**config.mk**
```make
export PLATFORM = sky130hd
export DESIGN_NAME = tilt_crash_detector_flat
export DESIGN_NICKNAME = d
export VERILOG_FILES = /design/src/rtl/tcd_pkg.sv /design/src/rtl/tcd_if.sv /design/src/rtl/tcd_datapath.sv /design/src/rtl/tcd_ctrl.sv /design/src/rtl/tilt_crash_detector.sv /design/src/flat_wrapper.sv
export SDC_FILE = /design/constraint.sdc
export NUM_CORES = 2
export LEC_CHECK = 0
export ABC_AREA = 0
export BUFFER_PORTS_ARGS = -buffer_cell sky130_fd_sc_hd__buf_2
export CELL_PAD_IN_SITES_DETAIL_PLACEMENT = 1
export CELL_PAD_IN_SITES_GLOBAL_PLACEMENT = 1
export CORE_MARGIN = 1
export CORE_UTILIZATION = 51
export CTS_CLUSTER_SIZE = 14
export DETAILED_ROUTE_END_ITERATION = 16
export GPL_ROUTABILITY_DRIVEN = 0
export PLACE_DENSITY = 0.89
export SLEW_MARGIN = 20
export SYNTH_ARGS = -nofsm -noshare
export SYNTH_HDL_FRONTEND = slang
export SYNTH_SLANG_ARGS = --single-unit
```
**constraint.sdc**
```tcl
create_clock -name clk -period 11.5 [get_ports clk]
set_input_delay 1.15 -clock clk [delete_from_list [all_inputs] [get_ports clk]]
set_output_delay 1.15 -clock clk [all_outputs]
set_load 0.03 [all_outputs]
```
**src/rtl/tcd_pkg.sv**
```systemverilog
// Package for the tilt crash detector: shared widths, constants and the
// arctangent table. No dependencies.
package tcd_pkg;

    localparam int SampleW   = 16;
    localparam int SumW      = 22;
    localparam int AngleW    = 15;
    localparam int DeadW     = 14;
    localparam int LimitW    = 15;
    localparam int CfgW      = 15;
    localparam int AccW      = 26;
    localparam int CordW     = 36;
    localparam int TableLen  = 24;
    localparam int AngleMax  = 11520;
    localparam int Deg180    = 180 * 65536;

    localparam logic CfgDeadZone   = 1'b0;
    localparam logic CfgCrashLimit = 1'b1;

    localparam logic CmdSample = 1'b0;
    localparam logic CmdRearm  = 1'b1;

    // Datapath commands issued by the controller.
    typedef enum logic [3:0] {
        OP_NONE,
        OP_ACCUM,
        OP_CLEAR,
        OP_MEANS,
        OP_SQ_Y,
        OP_SQ_Z,
        OP_SQRT_INIT,
        OP_SQRT_STEP,
        OP_CORD_ROLL,
        OP_CORD_PITCH,
        OP_CORD_STEP,
        OP_FINISH_ROLL,
        OP_FINISH_PITCH,
        OP_CRASH
    } dp_op_t;

    typedef struct packed {
        dp_op_t     op;
        logic [4:0] step;
    } dp_cmd_t;

    typedef struct packed {
        logic batch_done;
    } dp_status_t;

    function automatic logic signed [AccW-1:0] atan_entry(input logic [4:0] i);
        logic signed [AccW-1:0] v;
        v = '0;
        case (i)
            5'd0:  v = 26'sd2949120;
            5'd1:  v = 26'sd1740967;
            5'd2:  v = 26'sd919879;
            5'd3:  v = 26'sd466945;
            5'd4:  v = 26'sd234379;
            5'd5:  v = 26'sd117304;
            5'd6:  v = 26'sd58666;
            5'd7:  v = 26'sd29335;
            5'd8:  v = 26'sd14668;
            5'd9:  v = 26'sd7334;
            5'd10: v = 26'sd3667;
            5'd11: v = 26'sd1833;
            5'd12: v = 26'sd917;
            5'd13: v = 26'sd458;
            5'd14: v = 26'sd229;
            5'd15: v = 26'sd115;
            5'd16: v = 26'sd57;
            5'd17: v = 26'sd29;
            5'd18: v = 26'sd14;
            5'd19: v = 26'sd7;
            5'd20: v = 26'sd4;
            5'd21: v = 26'sd2;
            5'd22: v = 26'sd1;
            default: v = '0;
        endcase
        return v;
    endfunction

endpackage

```
**src/rtl/tcd_if.sv**
```systemverilog
// Valid/ready channel interfaces for the tilt crash detector.
// Depends on tcd_pkg for the field widths.
interface tcd_in_if import tcd_pkg::*; ();
    logic                      valid;
    logic                      ready;
    logic                      cmd;
    logic signed [SampleW-1:0] accel_x;
    logic signed [SampleW-1:0] accel_y;
    logic signed [SampleW-1:0] accel_z;
    modport source (output valid, cmd, accel_x, accel_y, accel_z, input ready);
    modport sink (input valid, cmd, accel_x, accel_y, accel_z, output ready);
endinterface

interface tcd_out_if import tcd_pkg::*; ();
    logic                      valid;
    logic                      ready;
    logic                      crash;
    logic signed [AngleW-1:0]  pitch_angle;
    logic signed [AngleW-1:0]  roll_angle;
    logic signed [SampleW-1:0] mean_x;
    logic signed [SampleW-1:0] mean_y;
    logic signed [SampleW-1:0] mean_z;
    modport source (output valid, crash, pitch_angle, roll_angle, mean_x, mean_y,
                    mean_z, input ready);
    modport sink (input valid, crash, pitch_angle, roll_angle, mean_x, mean_y,
                  mean_z, output ready);
endinterface

```
**src/rtl/tcd_datapath.sv**
```systemverilog
// Datapath of the tilt crash detector: accumulators, means, square root,
// shared CORDIC unit and crash latch. Depends on tcd_pkg.
module tcd_datapath import tcd_pkg::*; #(
    parameter int SAMPLE_COUNT = 8
) (
    input  logic                      clk,
    input  logic                      rst_n,
    input  dp_cmd_t                   cmd,
    input  logic signed [SampleW-1:0] in_x,
    input  logic signed [SampleW-1:0] in_y,
    input  logic signed [SampleW-1:0] in_z,
    input  logic [DeadW-1:0]          dead_zone,
    input  logic [LimitW-1:0]         crash_limit,
    output dp_status_t                status,
    output logic                      crash,
    output logic signed [AngleW-1:0]  pitch_angle,
    output logic signed [AngleW-1:0]  roll_angle,
    output logic signed [SampleW-1:0] mean_x,
    output logic signed [SampleW-1:0] mean_y,
    output logic signed [SampleW-1:0] mean_z
);

    localparam int CntW = $clog2(SAMPLE_COUNT + 1);
    localparam int SqW  = 32;
    localparam int RadW = 34;

    // Reciprocal of the batch size, exact for every sum magnitude up to 2^SumW.
    localparam int RecipSh = SumW + $clog2(SAMPLE_COUNT);
    localparam int RecipW  = SumW + 2;
    localparam logic [RecipW-1:0] RecipM =
        RecipW'(((64'd1 << RecipSh) + 64'(SAMPLE_COUNT) - 64'd1) / 64'(SAMPLE_COUNT));

    logic signed [SumW-1:0] sum_x_reg, sum_y_reg, sum_z_reg;
    logic [CntW-1:0]        cnt_reg;
    logic                   latch_reg;
    logic [RadW-1:0]        rad_reg;
    logic [RadW-1:0]        rem_reg;
    logic [17:0]            root_reg;
    logic signed [CordW-1:0] cx_reg, cy_reg;
    logic signed [AccW-1:0]  ang_reg;
    logic                    zero_reg;

    logic [CntW-1:0] cnt_next;
    assign cnt_next = cnt_reg + CntW'(1);
    assign status.batch_done = (cnt_next == CntW'(SAMPLE_COUNT));

    // Truncating division toward zero by the batch size: the magnitude is
    // scaled by the reciprocal and the sign is put back afterwards.
    function automatic logic signed [SampleW-1:0] mean_of(input logic signed [SumW-1:0] s);
        logic [SumW-1:0]        mag_s;
        logic [SumW+RecipW-1:0] prod;
        logic [SumW-1:0]        quo;
        mag_s = s[SumW-1] ? SumW'(-s) : SumW'(s);
        prod  = (SumW+RecipW)'(mag_s) * (SumW+RecipW)'(RecipM);
        quo   = SumW'(prod >> RecipSh);
        return s[SumW-1] ? SampleW'(-quo) : SampleW'(quo);
    endfunction

    // Restoring square root, one result bit per step.
    logic [RadW-1:0] trial;
    logic [RadW-1:0] rem_shift;
    logic [4:0]      sq_pos;
    assign sq_pos    = 5'd16 - cmd.step;
    assign rem_shift = {rem_reg[RadW-3:0], rad_reg[2*sq_pos +: 2]};
    assign trial     = {14'd0, root_reg, 2'b01};

    // CORDIC micro-rotation.
    logic signed [CordW-1:0] sh_x, sh_y;
    assign sh_x = cx_reg >>> cmd.step;
    assign sh_y = cy_reg >>> cmd.step;

    // Angle rounding, saturation and dead zone.
    logic [AccW-1:0]  mag;
    logic [AccW-1:0]  rnd;
    logic [AngleW-1:0] q;
    logic signed [AngleW-1:0] ang_q;
    always_comb
    begin
        mag = ang_reg[AccW-1] ? AccW'(-ang_reg) : AccW'(ang_reg);
        rnd = (mag + AccW'(512)) >> 10;
        q   = (rnd > AccW'(AngleMax)) ? AngleW'(AngleMax) : rnd[AngleW-1:0];
        if (zero_reg || (q <= AngleW'(dead_zone)))
            ang_q = '0;
        else
            ang_q = ang_reg[AccW-1] ? -$signed(q) : $signed(q);
    end

    logic [AngleW:0] total;
    assign total = {1'b0, pitch_angle[AngleW-1] ? AngleW'(-pitch_angle) : pitch_angle}
                 + {1'b0, roll_angle[AngleW-1] ? AngleW'(-roll_angle) : roll_angle};

    logic signed [CordW-1:0] num_w, den_w;
    always_comb
    begin
        num_w = '0;
        den_w = '0;
        if (cmd.op == OP_CORD_ROLL)
        begin
            num_w = CordW'(-$signed({{2{mean_y[SampleW-1]}}, mean_y})) <<< 16;
            den_w = CordW'(mean_z) <<< 16;
        end
        else
        begin
            num_w = CordW'(mean_x) <<< 16;
            den_w = CordW'($signed({1'b0, root_reg})) <<< 16;
        end
    end

    logic signed [SqW-1:0] ext_y, ext_z;
    logic [SqW-1:0] sq;
    assign ext_y = SqW'(mean_y);
    assign ext_z = SqW'(mean_z);
    assign sq = (cmd.op == OP_SQ_Y) ? SqW'(ext_y * ext_y) : SqW'(ext_z * ext_z);

    always_ff @(posedge clk or negedge rst_n)
    begin
        if (!rst_n)
        begin
            sum_x_reg <= '0;
            sum_y_reg <= '0;
            sum_z_reg <= '0;
            cnt_reg   <= '0;
            latch_reg <= 1'b0;
        end
        else
        begin
            case (cmd.op)
                OP_CLEAR:
                begin
                    sum_x_reg <= '0;
                    sum_y_reg <= '0;
                    sum_z_reg <= '0;
                    cnt_reg   <= '0;
                    latch_reg <= 1'b0;
                end
                OP_ACCUM:
                begin
                    sum_x_reg <= sum_x_reg + SumW'(in_x);
                    sum_y_reg <= sum_y_reg + SumW'(in_y);
                    sum_z_reg <= sum_z_reg + SumW'(in_z);
                    cnt_reg   <= cnt_next;
                end
                OP_MEANS:
                begin
                    sum_x_reg <= '0;
                    sum_y_reg <= '0;
                    sum_z_reg <= '0;
                    cnt_reg   <= '0;
                end
                OP_CRASH:
                    if (total >= (AngleW+1)'(crash_limit))
                        latch_reg <= 1'b1;
                default: ;
            endcase
        end
    end

    always_ff @(posedge clk)
    begin
        case (cmd.op)
            OP_MEANS:
            begin
                mean_x <= mean_of(sum_x_reg);
                mean_y <= mean_of(sum_y_reg);
                mean_z <= mean_of(sum_z_reg);
            end
            OP_SQ_Y: rad_reg <= RadW'(sq);
            OP_SQ_Z: rad_reg <= rad_reg + RadW'(sq);
            OP_SQRT_INIT:
            begin
                rem_reg  <= '0;
                root_reg <= '0;
            end
            OP_SQRT_STEP:
                if (rem_shift >= trial)
                begin
                    rem_reg  <= rem_shift - trial;
                    root_reg <= {root_reg[16:0], 1'b1};
                end
                else
                begin
                    rem_reg  <= rem_shift;
                    root_reg <= {root_reg[16:0], 1'b0};
                end
            OP_CORD_ROLL, OP_CORD_PITCH:
            begin
                zero_reg <= (num_w == '0) && (den_w == '0);
                if (den_w < 0)
                begin
                    ang_reg <= (num_w >= 0) ? AccW'(Deg180) : AccW'(-Deg180);
                    cx_reg  <= -den_w;
                    cy_reg  <= -num_w;
                end
                else
                begin
                    ang_reg <= '0;
                    cx_reg  <= den_w;
                    cy_reg  <= num_w;
                end
            end
            OP_CORD_STEP:
                if (cy_reg > 0)
                begin
                    cx_reg  <= cx_reg + sh_y;
                    cy_reg  <= cy_reg - sh_x;
                    ang_reg <= ang_reg + atan_entry(cmd.step);
                end
                else
                begin
                    cx_reg  <= cx_reg - sh_y;
                    cy_reg  <= cy_reg + sh_x;
                    ang_reg <= ang_reg - atan_entry(cmd.step);
                end
            OP_FINISH_ROLL:  roll_angle  <= ang_q;
            OP_FINISH_PITCH: pitch_angle <= ang_q;
            OP_CRASH: crash <= latch_reg || (total >= (AngleW+1)'(crash_limit));
            default: ;
        endcase
    end

endmodule

```
**src/rtl/tcd_ctrl.sv**
```systemverilog
// Controller of the tilt crash detector: sequences accumulation, means,
// square root, the two CORDIC passes and the crash check. Depends on tcd_pkg.
module tcd_ctrl import tcd_pkg::*; #(
    parameter int ANGLE_ITERATIONS = 16
) (
    input  logic       clk,
    input  logic       rst_n,
    input  logic       in_valid,
    input  logic       in_cmd,
    output logic       in_ready,
    output logic       out_valid,
    input  logic       out_ready,
    input  dp_status_t status,
    output dp_cmd_t    cmd
);

    localparam int Iters = (ANGLE_ITERATIONS > TableLen) ? TableLen : ANGLE_ITERATIONS;

    typedef enum logic [3:0] {
        S_IDLE, S_MEANS, S_SQY, S_SQZ, S_SQI, S_SQRT, S_RINIT, S_RSTEP, S_RFIN,
        S_PINIT, S_PSTEP, S_PFIN, S_CRASH, S_OUT
    } state_t;

    state_t     state_reg, state_next;
    logic [4:0] step_reg, step_next;
    logic       busy;

    // The result register holds until taken; a new batch may not start before.
    assign in_ready = (state_reg == S_IDLE) && !out_valid;

    always_comb
    begin
        state_next = state_reg;
        step_next  = step_reg;
        cmd.op     = OP_NONE;
        cmd.step   = step_reg;
        busy       = 1'b0;
        case (state_reg)
            S_IDLE:
                if (in_valid && in_ready)
                begin
                    if (in_cmd == CmdRearm)
                        cmd.op = OP_CLEAR;
                    else
                    begin
                        cmd.op = OP_ACCUM;
                        if (status.batch_done)
                            state_next = S_MEANS;
                    end
                end
            S_MEANS: begin cmd.op = OP_MEANS; state_next = S_SQY; end
            S_SQY:   begin cmd.op = OP_SQ_Y;  state_next = S_SQZ; end
            S_SQZ:   begin cmd.op = OP_SQ_Z;  state_next = S_SQI; end
            S_SQI:
            begin
                cmd.op = OP_SQRT_INIT;
                step_next = '0;
                state_next = S_SQRT;
            end
            S_SQRT:
            begin
                cmd.op = OP_SQRT_STEP;
                step_next = step_reg + 5'd1;
                if (step_reg == 5'd16)
                    state_next = S_RINIT;
            end
            S_RINIT:
            begin
                cmd.op = OP_CORD_ROLL;
                step_next = '0;
                state_next = S_RSTEP;
            end
            S_RSTEP:
            begin
                cmd.op = OP_CORD_STEP;
                step_next = step_reg + 5'd1;
                if (step_reg == 5'(Iters - 1))
                    state_next = S_RFIN;
            end
            S_RFIN:  begin cmd.op = OP_FINISH_ROLL; state_next = S_PINIT; end
            S_PINIT:
            begin
                cmd.op = OP_CORD_PITCH;
                step_next = '0;
                state_next = S_PSTEP;
            end
            S_PSTEP:
            begin
                cmd.op = OP_CORD_STEP;
                step_next = step_reg + 5'd1;
                if (step_reg == 5'(Iters - 1))
                    state_next = S_PFIN;
            end
            S_PFIN:  begin cmd.op = OP_FINISH_PITCH; state_next = S_CRASH; end
            S_CRASH: begin cmd.op = OP_CRASH; state_next = S_OUT; end
            S_OUT:   begin busy = 1'b1; state_next = S_IDLE; end
            default: state_next = S_IDLE;
        endcase
    end

    always_ff @(posedge clk or negedge rst_n)
    begin
        if (!rst_n)
        begin
            state_reg <= S_IDLE;
            step_reg  <= '0;
            out_valid <= 1'b0;
        end
        else
        begin
            state_reg <= state_next;
            step_reg  <= step_next;
            if (busy)
                out_valid <= 1'b1;
            else if (out_ready)
                out_valid <= 1'b0;
        end
    end

endmodule

```
**src/rtl/tilt_crash_detector.sv**
```systemverilog
// Top level of the tilt crash detector: joins controller and datapath.
// Depends on tcd_pkg, tcd_if, tcd_ctrl and tcd_datapath.
//
// Usage: words arrive on the input channel (valid/ready). A word with cmd
// high rearms: it clears the crash latch and the current batch and gives no
// result. A sample word adds to the per-axis sums; the word that completes
// a batch of SAMPLE_COUNT samples starts the angle computation, and one
// result word later appears on the output channel with the means, roll,
// pitch and crash flag.
// A sample word that does not complete a batch only adds to the sums. The
// completing word runs the means, the 17-step square root, the two passes
// through the shared CORDIC unit and the crash check, and its result then
// waits on the output channel until it is taken.
// While a result waits in the output register no input word is accepted.
// Reset clears sums, count and latch and loads the register defaults; the
// configuration port writes dead_zone (index 0) and crash_limit (index 1).
module tilt_crash_detector import tcd_pkg::*; #(
    parameter int SAMPLE_COUNT     = 8,
    parameter int ANGLE_ITERATIONS = 16
) (
    input  logic            clk,
    input  logic            rst_n,
    tcd_in_if.sink          in_ch,
    tcd_out_if.source       out_ch,
    input  logic            cfg_we,
    input  logic            cfg_index,
    input  logic [CfgW-1:0] cfg_data
);

    logic [DeadW-1:0]  dead_zone_reg;
    logic [LimitW-1:0] crash_limit_reg;
    dp_cmd_t           cmd;
    dp_status_t        status;

    always_ff @(posedge clk or negedge rst_n)
    begin
        if (!rst_n)
        begin
            dead_zone_reg   <= DeadW'(3840);
            crash_limit_reg <= LimitW'(9600);
        end
        else if (cfg_we)
        begin
            if (cfg_index == CfgDeadZone)
                dead_zone_reg <= cfg_data[DeadW-1:0];
            else
                crash_limit_reg <= cfg_data[LimitW-1:0];
        end
    end

    tcd_ctrl #(
        .ANGLE_ITERATIONS(ANGLE_ITERATIONS)
    ) u_ctrl (
        .clk       (clk),
        .rst_n     (rst_n),
        .in_valid  (in_ch.valid),
        .in_cmd    (in_ch.cmd),
        .in_ready  (in_ch.ready),
        .out_valid (out_ch.valid),
        .out_ready (out_ch.ready),
        .status    (status),
        .cmd       (cmd)
    );

    tcd_datapath #(
        .SAMPLE_COUNT(SAMPLE_COUNT)
    ) u_dp (
        .clk         (clk),
        .rst_n       (rst_n),
        .cmd         (cmd),
        .in_x        (in_ch.accel_x),
        .in_y        (in_ch.accel_y),
        .in_z        (in_ch.accel_z),
        .dead_zone   (dead_zone_reg),
        .crash_limit (crash_limit_reg),
        .status      (status),
        .crash       (out_ch.crash),
        .pitch_angle (out_ch.pitch_angle),
        .roll_angle  (out_ch.roll_angle),
        .mean_x      (out_ch.mean_x),
        .mean_y      (out_ch.mean_y),
        .mean_z      (out_ch.mean_z)
    );

endmodule

```
**src/flat_wrapper.sv**
```systemverilog
// flat-port wrapper written by rule: the top's interface ports become plain ports
module tilt_crash_detector_flat import tcd_pkg::*;
#(
    parameter int SAMPLE_COUNT     = 8,
    parameter int ANGLE_ITERATIONS = 16
)
  (clk, rst_n, cfg_we, cfg_index, cfg_data, in_ch_valid, in_ch_cmd, in_ch_accel_x, in_ch_accel_y, in_ch_accel_z, in_ch_ready, out_ch_valid, out_ch_crash, out_ch_pitch_angle, out_ch_roll_angle, out_ch_mean_x, out_ch_mean_y, out_ch_mean_z, out_ch_ready);
  tcd_in_if in_ch_i ();
  tcd_out_if out_ch_i ();
  input  logic clk;
  input  logic rst_n;
  input  logic cfg_we;
  input  logic cfg_index;
  input  logic [CfgW-1:0] cfg_data;
  input wire logic [$bits(in_ch_i.valid)-1:0] in_ch_valid;
  input wire logic [$bits(in_ch_i.cmd)-1:0] in_ch_cmd;
  input wire logic [$bits(in_ch_i.accel_x)-1:0] in_ch_accel_x;
  input wire logic [$bits(in_ch_i.accel_y)-1:0] in_ch_accel_y;
  input wire logic [$bits(in_ch_i.accel_z)-1:0] in_ch_accel_z;
  output wire logic [$bits(in_ch_i.ready)-1:0] in_ch_ready;
  output wire logic [$bits(out_ch_i.valid)-1:0] out_ch_valid;
  output wire logic [$bits(out_ch_i.crash)-1:0] out_ch_crash;
  output wire logic [$bits(out_ch_i.pitch_angle)-1:0] out_ch_pitch_angle;
  output wire logic [$bits(out_ch_i.roll_angle)-1:0] out_ch_roll_angle;
  output wire logic [$bits(out_ch_i.mean_x)-1:0] out_ch_mean_x;
  output wire logic [$bits(out_ch_i.mean_y)-1:0] out_ch_mean_y;
  output wire logic [$bits(out_ch_i.mean_z)-1:0] out_ch_mean_z;
  input wire logic [$bits(out_ch_i.ready)-1:0] out_ch_ready;
  assign in_ch_i.valid = in_ch_valid;
  assign in_ch_i.cmd = in_ch_cmd;
  assign in_ch_i.accel_x = in_ch_accel_x;
  assign in_ch_i.accel_y = in_ch_accel_y;
  assign in_ch_i.accel_z = in_ch_accel_z;
  assign in_ch_ready = in_ch_i.ready;
  assign out_ch_valid = out_ch_i.valid;
  assign out_ch_crash = out_ch_i.crash;
  assign out_ch_pitch_angle = out_ch_i.pitch_angle;
  assign out_ch_roll_angle = out_ch_i.roll_angle;
  assign out_ch_mean_x = out_ch_i.mean_x;
  assign out_ch_mean_y = out_ch_i.mean_y;
  assign out_ch_mean_z = out_ch_i.mean_z;
  assign out_ch_i.ready = out_ch_ready;
  tilt_crash_detector #(.SAMPLE_COUNT(SAMPLE_COUNT), .ANGLE_ITERATIONS(ANGLE_ITERATIONS)) u_core (.clk(clk), .rst_n(rst_n), .in_ch(in_ch_i), .out_ch(out_ch_i), .cfg_we(cfg_we), .cfg_index(cfg_index), .cfg_data(cfg_data));
endmodule
```
Word-level counts from Yosys, hierarchy flattened:

Memory sizes are Yosys's and may differ from the RTL's.
Index checks and enable logic that the tools add are counted.

* output and inout bits: 81
* input bits: 70
* memories: 2
* bits in read-only memories: 1408
* register bits: 372
* logic and storage cells: 182

* multiplexer cells: 54
* equal/unequal tests: 36
* add/sub/neg operators: 29
* bitwise gates (word level): 1
* order comparisons: 7
* shifts and indexed selects: 3
* multiply operators: 2
* reductions and logical operators: 25

Memories
* (no name shown): depth 32, width 22, read ports 1, clocked after Yosys merged registers in 0, write ports 0, RTL line tcd_pkg.sv:53 `case (i)`
* (no name shown): depth 32, width 22, read ports 1, clocked after Yosys merged registers in 0, write ports 0, RTL line tcd_pkg.sv:53

Operators by type and width (number)
* 36-bit 2-to-1 mux: 6
* 26-bit 2-to-1 mux: 8
* 36-bit case mux with 2 select lines: 2
* 22-bit case mux with 2 select lines: 3
* 15-bit 2-to-1 mux: 5
* 36-bit adder: 2
* 36-bit logical NOT: 2
* 36-bit negation: 2
* 36-bit by 5-bit >>> shifter with 36-bit output: 2
* 36-bit subtractor: 2
* 34-bit case mux with 2 select lines: 1
* 22-bit by 16-bit adder with 22-bit output: 3
* 16-bit by 16-bit multiplier with 32-bit output: 2
* 32-bit 2-to-1 mux: 2
* 32-bit case mux with 2 select lines: 1
* 19-bit 2-to-1 mux: 3
* 19-bit negation: 3
* 4-bit equality test (second input constant): 13
* 26-bit case mux with 2 select lines: 1
* 4-bit case mux with 13 select lines: 1
* 16-bit 2-to-1 mux: 3
* 16-bit negation: 3
* 4-bit case mux with 12 select lines: 1
* 15-bit negation: 3
* 43 further kinds: 83

Longest topological paths before layout:

* word-level depth: 11
* mapped depth: 37
* depth with buffers taken out: 35

By module:

A second synthesis with hierarchy kept.

* cell total of the unflattened synthesis: 6285
* area, all modules: 56259.0 um^2

Modules (own cells, without submodules)
* tcd_datapath: area each 54204.5 um^2, cells each 6109, seq. area each 9644.2 um^2, times used 1
* tilt_crash_detector: area each 1151.1 um^2, cells each 63, seq. area each 735.7 um^2, times used 1
* tcd_ctrl: area each 903.4 um^2, cells each 113, seq. area each 250.2 um^2, times used 1

Worst setup path before layout:

OpenSTA, ideal clock, no wires.

* kind: flip-flop to flip-flop
* start: register u_core.u_dp.mean_y[8]
* end: register u_core.u_dp.rad_reg[31] (data pin)
* required time: 11227 ps
* setup time: 273 ps
* path slack: 2984 ps
* cell stages (with the launch flop): 34
* data arrival time: 8243 ps
* path buffers: 2
* clock period less this slack: 8516 ps
* cells stage by stage: edfxtp_1 clkbuf_1 buf_1 nand2_1 inv_1 fa_1 inv_1 fa_1 fa_1 fa_1 inv_1 fa_1 inv_1 fa_1 inv_1 ha_1 and2_1 and3_1 a221o_1 a21oi_1 a21oi_1 xnor2_1 o21ai_0 ha_1 a21o_1 a211oi_1 a21boi_0 nor4_1 o41ai_1 a21oi_1 a41oi_1 a31oi_1 xnor2_1 a22oi_1

* cells in the longest elaborated chain, start to end: 4

Ends and longest elaborated chain
* start: declaration: RTL line tcd_datapath.sv:19 `output logic signed [SampleW-1:0] mean_y,`
* start signal: assignment: RTL line tcd_datapath.sv:164 `mean_y <= mean_of(sum_y_reg);`
* 16-bit by 16-bit multiplier with 32-bit output (*): RTL line tcd_datapath.sv:113 `assign sq = (cmd.op == OP_SQ_Y) ? SqW'(ext_y * ext_y) : SqW'(ext_z * ext_z);`
* 32-bit 2-to-1 mux (*): RTL line tcd_datapath.sv:113
* 34-bit by 32-bit adder with 34-bit output: RTL line tcd_datapath.sv:168 `OP_SQ_Z: rad_reg <= rad_reg + RadW'(sq);`
* 34-bit case mux with 2 select lines (*): RTL line tcd_datapath.sv:160 `case (cmd.op)`
* end signal: assignment: RTL line tcd_datapath.sv:167 `OP_SQ_Y: rad_reg <= RadW'(sq);`
* end signal: assignment: RTL line tcd_datapath.sv:168
* end: declaration: RTL line tcd_datapath.sv:36 `logic [RadW-1:0] rad_reg;`

Every way passes the cells marked *; elsewhere a longest branch is shown, timed or not.
A chain may end at the register's enable or synchronous reset.

Worst setup path in the final report:

* start: register u_core.u_dp.mean_y[15]
* end: register u_core.u_dp.rad_reg[31] (data pin)

The elaborated chain is that of the path after synthesis.

==> flow_metrics.tcl <==
set metrics [dict create \
    clockRootBuffer "clkbuf_16" \
    die_y_um 332 \
    synth_xor_xnor_area_share 0.0782 \
    drv_slew 0 \
    post_cts_buffers 0 \
    crit_family "adder cells" \
    critPathArrivalTime_ns 10.30 \
    synth-simple-area-share 0.151 \
    synthCells 6292 \
    floorplan.rows 120 \
    core-area_um2 107000 \
    wl_per_cell_um 24.0 \
    cap_violations 0 \
    finalInstanceArea_um2 59100 \
    layout.nets 7297 \
    finalHoldViolCount 0 \
    place_area_um2 57400 \
    cellLeakagePower_nw 27.0 \
    hold_slack_ns 0.486 \
    drtPass1Iterations 6 \
    max-vdd-ir-drop_uv 101 \
    grt_max_degree 76 \
    port_buffers 150 \
    synth-adder-area-share 0.277 \
    cp_common_cell "fa_1" \
    grt_pass1_wl_um 294000 \
    drcViolationCount 0 \
    critPathMaxFanout 19 \
    synth.distinct_cells 96 \
    crit_buf_inv 5 \
    antenna_found_initial 10 \
    post-place-ws_ns 1.78 \
    cts_buffers 46 \
    drtIter0Drc 4142 \
    drive_gt1_frac 0.0857 \
    fin_ws_ns 1.57 \
    power_density_nw_per_um2 54.1 \
    ios 151 \
    fin_crit_ns 9.93 \
    finalCritPeriodShare 0.864 \
    ctsHoldBuffers 0 \
    fin_setup_tns_ns 0 \
    synth_top_family_by_area "adder cells" \
    initial_core_util 0.517 \
    htreeDepth 2 \
    avgSynthCellArea_um2 8.81 \
    cts.sinks 372 \
    synth_compound_area_frac 0.161 \
    ys.flop_type "edfxtp_1" \
    rsz0062_at_grt "false" \
    worst_setup_path_end_kind "register" \
    syn_nets 7300 \
    grt_pass1_vias 53405 \
    start_kind "register" \
    yosysSeqAreaShare 0.192 \
    muxShareOfSynthArea 0.0645 \
    grt.overflow.total 0 \
    yosysWarnings 0 \
    num_vias 49302 \
    timing_worst_setup_path_type "reg2reg" \
    fin_skew_ns 0.0543 \
    tightest_slew_ns 1.16 \
    fmax_ghz 0.101 \
    clkLatencyLatePin_ns 0.69 \
    final_util 0.550 \
    slew-limit-headroom 0.222 \
    area_growth_syn_to_layout_pct 6.52 \
    grt_usage 0.334 \
    die-area_um2 110000 \
    timing.critical_path.required_ns 11.87 \
    synthArstFlopShare 0.296 \
    outcome "finished clean" \
    hold_class "reg2reg" \
    yosys-top-cells-count "inv_1, nand2_1, nor2_1, fa_1, ha_1" \
    ctsResizeCount 0 \
    cts_buffer_depth 3 \
    cts_tree "yes" \
    chipWidth_um 332 \
    synth.ff_latch_count 372 \
    via_per_inst 6.37 \
    cts.clk_slew.worst_paths_ns 0.07 \
    setup_viol_count_final 0 \
    syn_area_um2 55500 \
    postRouteAntennaNets 0 \
    max_stage_delay_ns 0.93 \
    drt_wl_total_um 186000 \
    synth_edf_count 262 \
    synth_top_area_share 0.173 \
    dp_hpwl_um 144000 \
    worst_path_max_delay_cell "edfxtp_1" \
    yosysTopAreaCell "fa_1" \
    synth.area.top_cells "fa_1, edfxtp_1, ha_1" \
    yosys.cell_count.top_type "inv_1" \
]
cells by family (layout without fill, tap and decap cells):
kind of cell / Yosys count / after routing
and+or+nand+nor: 1788 / 1788
AOI/OAI and AO/OA: 1384 / 1384
buffers and inverters: 1094 / 1129
adders and majority gates: 938 / 938
xor gates and xnor gates: 495 / 495
DFF: 372 / 372
muxes: 221 / 221
other: 0 / 6
cell usage in the layout (no fill, tap or decap), types with 95 or more instances in the layout:
cell type,count
inv_1,823
nand2_1,586
nor2_1,500
fa_1,479
ha_1,459
o21ai_0,353
a21oi_1,336
xnor2_1,310
edfxtp_1,262
xor2_1,185
buf_2,149
a21o_1,128
nor3_1,112
nand3_1,97
dfrtp_1,97
mux4_2,95
final cells by class:
cell class              instances  area [µm²]
flip-flops and latches        372       10600
repair buffers                209        1220
fillers                     12576       48300
inverters                     834        3130
clock inverters                21         214
well taps                    1403        1760
multi-input cells            4826       40700
clock buffers                  65        1440
diodes                          6        15.0
path summary, 6_finish.rpt:
kind / start / to / slack [ns] / cells past startpoint
worst min-delay path: u_core.u_dp.sum_z_reg[20] / u_core.u_dp.sum_z_reg[20] / 0.49 / 2
min in group asynchronous: rst_n / u_core.u_dp.sum_y_reg[0] / 0.59 / 1
worst min register to register: u_core.u_dp.sum_z_reg[20] / u_core.u_dp.sum_z_reg[20] / 0.49 / 2
worst max register to register: u_core.u_dp.mean_y[15] / u_core.u_dp.rad_reg[31] / 1.57 / 28
worst max-delay path: u_core.u_dp.mean_y[15] / u_core.u_dp.rad_reg[31] / 1.57 / 28
max in group asynchronous: rst_n / u_core.u_ctrl.step_reg[0] / 9.57 / 2
metal layers:
metal,up-vias,track usage,routed length [µm]
li1,21721,-,-
met1,24767,0.405,70500
met2,2143,0.575,91100
met3,665,0.0502,13600
met4,6,0.176,10500
met5,-,0,33
through the flow:
step,cells,power (mW)
finish,7736,3.19
global route,7730,3.26
CTS,7729,3.21
detailed placement,7643,1.59
global placement,7643,1.58
floorplan,6292,1.54
power breakdown:
part / leakage [nW] / total [mW] / switching (mW) / internal [mW]
Combinational: 22.4 / 0.114 / 0.0663 / 0.0476
Clock: 0.813 / 1.63 / 0.719 / 0.915
Sequential: 3.79 / 1.45 / 0.00783 / 1.44
Total: 27.0 / 3.19 / 0.793 / 2.40
worst register-to-register path: cells and delay by family (launching register included):
| kind | cells | cell delay [ns] |
|---|---|---|
| adders and majority gates | 8 | 3.66 |
| AOI/OAI and AO/OA | 9 | 2.61 |
| buffers and inverters | 5 | 1.14 |
| DFF | 1 | 0.93 |
| and+or+nand+nor | 3 | 0.81 |
| xor gates and xnor gates | 2 | 0.29 |
| muxes | 1 | 0.23 |
No activity file was read; power rests on OpenSTA's default activity.
